File: src/hdl/popi_fifo.sv
// popi_fifo: small register FIFO with full/empty/count.
// Used between front and back and for finished results. No package dependency.
module popi_fifo #(
  parameter int WIDTH = 8,
  parameter int DEPTH = 4
) (
  input  logic                         clk,
  input  logic                         rst,
  input  logic                         push,
  input  logic [WIDTH-1:0]             din,
  output logic                         full,
  input  logic                         pop,
  output logic [WIDTH-1:0]             dout,
  output logic                         empty,
  output logic [$clog2(DEPTH+1)-1:0]   count
);

  localparam int AW = (DEPTH > 1) ? $clog2(DEPTH) : 1;
  localparam int CW = $clog2(DEPTH + 1);

  logic [WIDTH-1:0] mem [DEPTH];
  logic [AW-1:0]    wr_ptr;
  logic [AW-1:0]    rd_ptr;
  logic             push_ok;
  logic             pop_ok;

  assign push_ok = push && !full;
  assign pop_ok  = pop && !empty;
  assign full    = (count == CW'(DEPTH));
  assign empty   = (count == '0);
  assign dout    = mem[rd_ptr];

  always_ff @(posedge clk) begin
    if (push_ok) begin
      mem[wr_ptr] <= din;
    end
  end

  always_ff @(posedge clk) begin
    if (rst) begin
      wr_ptr <= '0;
      rd_ptr <= '0;
      count  <= '0;
    end else begin
      if (push_ok) begin
        wr_ptr <= (wr_ptr == AW'(DEPTH - 1)) ? '0 : wr_ptr + 1'b1;
      end
      if (pop_ok) begin
        rd_ptr <= (rd_ptr == AW'(DEPTH - 1)) ? '0 : rd_ptr + 1'b1;
      end
      if (push_ok && !pop_ok) begin
        count <= count + 1'b1;
      end else if (pop_ok && !push_ok) begin
        count <= count - 1'b1;
      end
    end
  end

endmodule

File: config.mk
export PLATFORM = sky130hd
export DESIGN_NAME = popi_fifo
export DESIGN_NICKNAME = d
export VERILOG_FILES = /design/src/hdl/popi_fifo.sv
export SDC_FILE = /design/constraint.sdc
export NUM_CORES = 1
export LEC_CHECK = 0
export BUFFER_PORTS_ARGS = -buffer_cell sky130_fd_sc_hd__buf_4
export CORE_ASPECT_RATIO = 0.6
export CORE_MARGIN = 5
export CORE_UTILIZATION = 59
export DETAILED_ROUTE_END_ITERATION = 8
export PLACE_DENSITY = 0.86
export SYNTH_ARGS = -nofsm -noshare
export SYNTH_HDL_FRONTEND = slang
export SYNTH_SLANG_ARGS = --single-unit
File: constraint.sdc
create_clock -name clk -period 4.4 [get_ports clk]
set_clock_uncertainty 0.05 [all_clocks]
set_input_delay 0.22 -clock clk [delete_from_list [all_inputs] [get_ports clk]]
set_output_delay 0.22 -clock clk [all_outputs]
set_load 0.1 [all_outputs]
==> flow_summary.yaml <==
min_path:
  holdPathEnd: "mem[0][6]"
  hp-start: "din[6]"
  hold_path_depth: 1
  hp-class: "input port to flip-flop"
sta:
  finalSetupTns_ps: 0
  period_needed_ps: 2390
  fmaxAchievable_mhz: 418
  worst_slew_pin_slew_ps: 561
  rsz0062_at_grt: "false"
  setup_slack_ps: 2010
  hold_violations: 0
  final-setup-viol-count: 0
  fin_crit_sh_pct: 54.4
  holdWs_ps: 69.0
  slew_headroom_pct: 62.5
  slew_viol_final: 0
worst_setup_path:
  worstPathRequired_ps: 4580
  cp-start-kind: "flip-flop"
  r2r_cells: 9
  worst_path_max_delay_cell: "dfxtp_1"
  crit_path_end_kind: "flip-flop"
  crit_family: "simple AND/OR/NAND/NOR gates"
  worstPathMaxFanout: 7
  critPathKind: "flip-flop to flip-flop"
  crit_path_cell_trace: "or3b_1, clkinv_8, nor2_4, ha_1, inv_1, fa_1, xor2_1, or3_1, a21oi_1"
  regToRegStartpoint: "count[0]"
  max_stage_delay_ps: 480
  rrSetupSlack_ps: 2010
  r2r_end: "count[2]"
  cp.arrival_ps: 2570
  crit_buf_inv: 2
cells_and_area:
  diodes: 0
  nets: 138
  multi_input_area_um2: 459
  nFillCells: 155
  area.growth.synth_to_final_pct: 18.0
  finalNonFillerCells: 151
  regArea_um2: 1140
  drive_gt1_share_pct: 37.8
clock_tree:
  cts_tree: "yes"
  cts_hold_buf: 0
  cts-resized-gates: 0
  clkTransAtPathRegs_ps: 80
  cts_num_sinks: 41
  postCtsSetupRepairBufs: 0
  ctsLongestPathBuffers: 2
  insertion_delay_ps: 290
  root_buffer: "clkbuf_8"
  h-tree-depth: 2
  cts_buffers: 5
synth:
  synth_area_leaders: "edfxtp_1 (58%), dfxtp_1 (11%), mux4_2 (11%), ha_1 (4.5%), and3_1 (1.5%)"
  netlist_instances: 92
  ys_types: 27
  synth.avg_cell_area_um2: 18.1
  yosys.area.top_type_share_pct: 57.6
  synth_edf_count: 32
  ys_async_sr_fraction_pct: 0
  synth_seq_cells: 41
  yosysSeqAreaShare_pct: 68.4
  post-synth-top-area-cell: "edfxtp_1"
  synth_warnings: 0
  yosysMostFrequentCell: "edfxtp_1"
  synth_fp_nets: 111
  synthFlopType: "edfxtp_1"
  syn_area_um2: 1670
  synth_common_cells: "edfxtp_1 (32), dfxtp_1 (9), mux4_2 (8)"
power:
  powerDensity_nw_per_um2: 730
  peakVddDrop_v: 0.000436
  p_leak_nw: 0.746
global_routing:
  overflow: 0
  grt_antenna_before_repair: 0
  grt.total_usage_pct: 16.4
  grt_max_degree: 13
  grt_pass1_vias: 893
  grt_pass1_wl_um: 4600
placement:
  gp_congestion: 0.822
  port_buffers: 24
  dp_slack_ps: 2030
  dpl.hpwl_um: 2040
  placedCellCount: 144
die:
  placementRows: 14
  fp.dieH_um: 51.2
  io_pins: 25
  start_util_pct: 64.0
  dieWidth_um: 78.7
  core_um2: 2610
  die_area_um2: 4030
route:
  wl_per_cell_um: 19.4
  route.detailed.drc: 0
  initialDrtViolationCount: 61
  totalWireLength_um: 2930
  viasPerCell: 5.84
  ant_nets: 0
  vias: 882
  drtPass1Iterations: 4
run:
  cap_violations: 0
run_status:
  outcome: "finished clean"
-- through the flow --
| step | util [%] | area [µm²] | total power, mW |
|---|---|---|---|
| global placement | 71.5 | 1870 | 1.14 |
| detailed placement | 71.5 | 1870 | 1.16 |
| floorplan | - | 1670 | 1.04 |
| global route | 75.5 | 1970 | 1.50 |
| finish | 75.5 | 1970 | 1.44 |
| CTS | 75.5 | 1970 | 1.45 |
-- how the worst max path moves through the flow --
stage                     startpoint  endpoint  slack, ps  cells past startpoint
after floorplan             count[0]     empty       1200                      1
final                       count[0]  count[2]       2010                      9
after detailed placement    count[0]  count[2]       2030                      9
after global placement      count[0]  count[2]       2130                      9
after global routing        count[0]  count[2]       1790                      9
after CTS                   count[0]  count[2]       1990                      9
-- registers in the layout (all words and copies together) (netlist names), named ones only --
| register | cells |
|---|---|
| mem | 32 |
| count | 3 |
| rd_ptr | 2 |
| wr_ptr | 2 |
-- cell type report --
class / instances / share of cell area [%]
inverters: 5 / 2.29
repair buffers: 24 / 9.15
multi-input cells: 42 / 23.3
well taps: 32 / 2.03
clock buffers: 5 / 3.49
clock inverters: 2 / 1.78
flip-flops and latches: 41 / 57.9
-- where the power goes --
part / internal (mW) / switching (mW)
Sequential: 0.473 / 0.0523
Clock: 0.165 / 0.122
Combinational: 0.164 / 0.463
Total: 0.801 / 0.637
-- cell usage in the layout, fill, tap and decap left out --
cell       netlist  final
ha_1             6      6
o21ai_0          1      1
nor2_1           3      3
nor2_4           1      1
dfxtp_1          9      9
edfxtp_1        32     32
mux2i_1          2      2
clkinv_2         0      1
mux4_2           8      8
a21oi_1          2      2
nand2_1          1      1
bufinv_8         1      1
buf_4            0     24
bufinv_16        0      1
o31ai_2          2      2
or3_1            2      2
and3_1           4      4
xor2_1           2      2
or3b_1           1      1
a21oi_2          1      1
clkbuf_8         0      5
nor3_1           2      2
clkinv_8         1      1
o21ai_1          1      1
fa_1             1      1
nand3_1          2      2
inv_1            3      3
-- cell families after synthesis --
family,Yosys count,share of synthesized area [%]
DFF,41,68.4
AOI/OAI and AO/OA,7,3.22
adders and majority gates,7,5.70
and+or+nand+nor,16,5.55
xor gates and xnor gates,2,1.05
buffers and inverters,9,4.12
muxes,10,12.0
-- metal layers --
metal	up-vias	share of wire [%]	global-route usage [%]
li1	401	-	-
met2	31	50	27.0
met5	-	0	0
met3	6	5.5	7.02
met4	0	1.5	6.69
met1	444	43	19.2
(Power assumes the default switching activity.)
