**src/hdl/popi_pkg.sv**
```systemverilog
// popi_pkg: shared types and constants for the planar odometry pose integrator.
// Holds the front-to-back item, the result record and the sine table generator.
// No dependencies.
package popi_pkg;

  localparam int MID_FIFO_DEPTH = 4;
  localparam int OUT_FIFO_DEPTH = 8;
  localparam int OUT_CNT_W      = $clog2(OUT_FIFO_DEPTH + 1);
  localparam int ACC_W          = 40;
  localparam longint unsigned HALF_PI_Q30 = 64'd1686629713;

  typedef enum logic [1:0] {
    QUAD_0 = 2'd0,
    QUAD_1 = 2'd1,
    QUAD_2 = 2'd2,
    QUAD_3 = 2'd3
  } popi_quad_t;

  // Classified frame, front -> back
  typedef struct packed {
    logic               first;
    logic signed [16:0] dx;
    logic signed [16:0] dy;
    logic [15:0]        rot_heading;  // heading held from the previous frame
    logic signed [15:0] yaw;
  } popi_item_t;

  typedef struct packed {
    logic signed [ACC_W-1:0] pose_x;
    logic signed [ACC_W-1:0] pose_y;
    logic signed [15:0]      heading;
  } popi_result_t;

  // Q1.15 sine of angle a (Q2.30 radians), Taylor series to the 15th power.
  // Evaluated at elaboration only.
  function automatic logic [14:0] sine_q15(input logic [63:0] a);
    logic [63:0]        a2;
    logic [63:0]        term;
    logic signed [63:0] s;
    logic signed [63:0] q;
    a2   = (a * a) >> 30;
    term = a;
    s    = $signed(a);
    term = ((term * a2) >> 30) / 6;
    s    = s - $signed(term);
    term = ((term * a2) >> 30) / 20;
    s    = s + $signed(term);
    term = ((term * a2) >> 30) / 42;
    s    = s - $signed(term);
    term = ((term * a2) >> 30) / 72;
    s    = s + $signed(term);
    term = ((term * a2) >> 30) / 110;
    s    = s - $signed(term);
    term = ((term * a2) >> 30) / 156;
    s    = s + $signed(term);
    term = ((term * a2) >> 30) / 210;
    s    = s - $signed(term);
    if (s < 0) begin
      s = 0;
    end
    q = (s * 64'sd32767 + (64'sd1 <<< 29)) >>> 30;
    if (q > 64'sd32767) begin
      q = 64'sd32767;
    end
    return q[14:0];
  endfunction

endpackage

```
**src/hdl/popi_front.sv**
```systemverilog
// popi_front: takes sensor frames, tracks first frame, previous wheel position
// and heading, and forms the wheel delta item. Depends on popi_pkg.
module popi_front (
  input  logic                   clk,
  input  logic                   rst,
  input  logic                   accept,
  input  logic signed [15:0]     wheel_pos_x,
  input  logic signed [15:0]     wheel_pos_y,
  input  logic signed [15:0]     yaw_raw,
  output popi_pkg::popi_item_t   item
);
  import popi_pkg::*;

  logic               first_frame;
  logic signed [15:0] prev_wheel_x;
  logic signed [15:0] prev_wheel_y;
  logic [15:0]        heading_reg;

  always_comb begin
    item.first       = first_frame;
    item.dx          = 17'(wheel_pos_x) - 17'(prev_wheel_x);
    item.dy          = 17'(wheel_pos_y) - 17'(prev_wheel_y);
    item.rot_heading = heading_reg;
    item.yaw         = yaw_raw;
  end

  always_ff @(posedge clk) begin
    if (rst) begin
      first_frame  <= 1'b1;
      prev_wheel_x <= '0;
      prev_wheel_y <= '0;
      heading_reg  <= '0;
    end else if (accept) begin
      first_frame  <= 1'b0;
      prev_wheel_x <= wheel_pos_x;
      prev_wheel_y <= wheel_pos_y;
      heading_reg  <= yaw_raw;
    end
  end

endmodule

```
**config.mk**
```make
export PLATFORM = sky130hd
export DESIGN_NAME = popi_front
export DESIGN_NICKNAME = d
export VERILOG_FILES = /design/src/hdl/popi_pkg.sv /design/src/hdl/popi_front.sv
export SDC_FILE = /design/constraint.sdc
export NUM_CORES = 1
export LEC_CHECK = 0
export ABC_AREA = 0
export BUFFER_PORTS_ARGS = -buffer_cell sky130_fd_sc_hd__buf_2
export CAP_MARGIN = 20
export CELL_PAD_IN_SITES_DETAIL_PLACEMENT = 0
export CELL_PAD_IN_SITES_GLOBAL_PLACEMENT = 1
export CORE_ASPECT_RATIO = 0.9
export CORE_MARGIN = 2
export CORE_UTILIZATION = 31
export CTS_CLUSTER_DIAMETER = 80
export DETAILED_ROUTE_END_ITERATION = 8
export PLACE_DENSITY_LB_ADDON = 0.08
export SETUP_SLACK_MARGIN = 0.02
export SLEW_MARGIN = 20
export SYNTH_ARGS = -nofsm -noshare
export SYNTH_HDL_FRONTEND = slang
export SYNTH_SLANG_ARGS = --single-unit
```
**constraint.sdc**
```tcl
create_clock -name clk -period 6 [get_ports clk]
set_input_delay 0.6 -clock clk [delete_from_list [all_inputs] [get_ports clk]]
set_output_delay 0.6 -clock clk [all_outputs]
set_load 0.02 [all_outputs]
```
==> run summary <==
Yosys top cell by area: dfxtp_1
CP max FO: 3
DRC: 0
Synth area leaders: dfxtp_1 27%, mux2i_1 13%, ha_1 11%
Die Y: 106 um
max_cap viols: 0
largest net degree at the start of global routing: 50
Yosys top cell area share: 0.272
Critical Path RT: 5.40 ns
Initial Utilization: 0.317
nets: 611
run status: finished, final reports clean
Ports: 118
Comb power frac: 0.390
clk sinks: 49
Crit path arrival time: 2.72 ns
layout cells sized above 1: 0.258
setup TNS: 0 ns
Slew Limit Fails: 0
cell total after placement: 675
setup slack at placement: 2.65 ns
DR pass1 iterations: 4
Die ar.: 12500 um^2
Worst-path clk slew: 0.07 ns
initial antenna violation count: 0
post_cts resized: 0
routed length per instance: 13.0 um
GRT Total Usage: 0.142
Vias/cell: 4.65
top_reg_cell synth: dfxtp_1
RSZ-0062 raised after global routing: no
cts hold-fix bufs: 0
register share of total power: 0.331
Power Density: 245 nW/um^2
die extent in x: 118 um
post-synthesis cell area: 3610 um^2
Final setup viols: 0
Syn Area/Cell: 8.36 um^2
CTS tree: yes
clock tree buffer depth: 2
delay of the slowest cell on the worst path: 0.41 ns
maximum vdd drop: 0.000105 V
switching share of power: 0.377
Layout area overhead: 20.7%
yosys synthesis warning count: 0
Final Util: 0.383
final hold viol count: 0
DR vias: 3174
Worst Setup Path Type: primary input to output port
synth unique cells: 57
Final GP Congestion: 0.781
Tcrit/Tclk final: 0.553
clk_skew: 0 ns
worst slew pin tran: 0.997 ns
max_slew headroom: 0.335
Post-synth EDFFs: 0
CTS root buf: clkbuf_16
Yosys reg bits: 49
Initial DRC Count: 123
Top Family by Delay on Critical Path: compound AO/OA/AOI/OAI gates
CTS buffer count: 5
Worst setup EP type: output port
leak pwr: 2.12 nW
most frequent CP cell: buf_2
Synth top cells by count: 60 x nor2_1, 49 x dfxtp_1, 48 x mux2i_1
Switch Pwr: 403 uW
row count: 37
antenna violation net count after detailed routing: 0
post-DP HPWL: 6510 um
count of buffers inserted at the top-level ports: 117
Seq/Total Area, Yosys: 0.272
Clk pwr share: 0.280
CORE AREA: 11400 um^2
vias in the first global route: 2945
syn nets: 517
Power Total: 1.07 mW
P_int: 667 uW
Worst setup SP type: primary input
Buf/Inv on CP: 3
critical path, cell by cell: buf_2 -> inv_1 -> ha_1 -> fa_1 -> nor2b_1 -> o31a_1 -> o21ai_0 -> a21oi_1 -> mux2_2 -> o2111ai_1 -> buf_2
Async SR Flop Fraction: 0
# H-tree levels: 2
CP max-delay cell: fa_1
Post-CTS Setup Inserts: 0
count leader, synth: nor2_1
Finished Layout Cells: 683
diode count: 0
global-route wire length before repair: 14400 um
Hold Crit Class: flop to flop
final setup margin: 2.68 ns
final WL: 8860 um
Syn Inst Count: 432
Final min period: 3.32 ns
worst skew pair latency: 0.29 ns
fmax: 0.301 GHz
final global-route overflow total: 0
-- final cells by class --
class / count / area [um^2]
inverters: 47 / 176
fillers: 1217 / 7030
repair buffers: 118 / 593
multi-input cells: 305 / 2270
clock buffers: 5 / 125
flip-flops and latches: 49 / 981
clock inverters: 3 / 21.3
well taps: 156 / 195
-- layout by cell type, fill, tap and decap left out, drive strengths merged, types with 6 or more instances in the layout --
| cell type | count |
|---|---|
| a21o | 7 |
| a21oi | 22 |
| buf | 118 |
| dfxtp | 49 |
| ha | 32 |
| inv | 48 |
| mux2i | 48 |
| nand2 | 8 |
| nand3 | 9 |
| nor2 | 60 |
| nor3 | 6 |
| o21a | 6 |
| o21ai | 17 |
| xnor2 | 18 |
-- power by group through the flow --
stage / sequential (mW) / clock [mW] / combinational [mW]
floorplan: 0.368 / 0 / 0.296
finish: 0.354 / 0.299 / 0.417
detailed placement: 0.361 / 0 / 0.420
CTS: 0.354 / 0.319 / 0.422
global placement: 0.361 / 0 / 0.419
global route: 0.357 / 0.328 / 0.460
-- final timing paths --
kind | start | end | slack, ns | cells after the start
worst max-delay path | wheel_pos_y[0] | item[42] | 2.68 | 11
worst min-delay path | first_frame | first_frame | 0.46 | 1
worst max register to register | prev_wheel_y[1] | prev_wheel_y[1] | 5.31 | 2
worst min register to register | first_frame | first_frame | 0.46 | 1
-- per-layer routing --
metal	routed length, um	share of wire	global-route usage	vias to the layer above
met3	364	0.041	0.0284	7
met1	4570	0.52	0.196	1438
met5	0	0	0	-
li1	-	-	-	1659
met4	110	0.012	0.0465	0
met2	3820	0.43	0.220	70
-- per-stage QoR --
stage / hold slack [ns] / cell area, um^2
final: 0.457 / 4360
after global routing: 0.499 / 4360
after CTS: 0.460 / 4360
after detailed placement: 0.442 / 4210
after global placement: 0.434 / 4210
after floorplan: 0.432 / 3610
-- logic make-up after synthesis --
group	after synthesis	share of synthesized area
adder cells (fa/ha/maj)	34	0.122
buffers and inverters	78	0.100
XOR/XNOR	22	0.0534
AO/OA/AOI/OAI	85	0.163
AND/OR/NAND/NOR	114	0.150
multiplexers	50	0.139
flip-flops	49	0.272
Note: power is estimated with default switching activity, not from simulation.
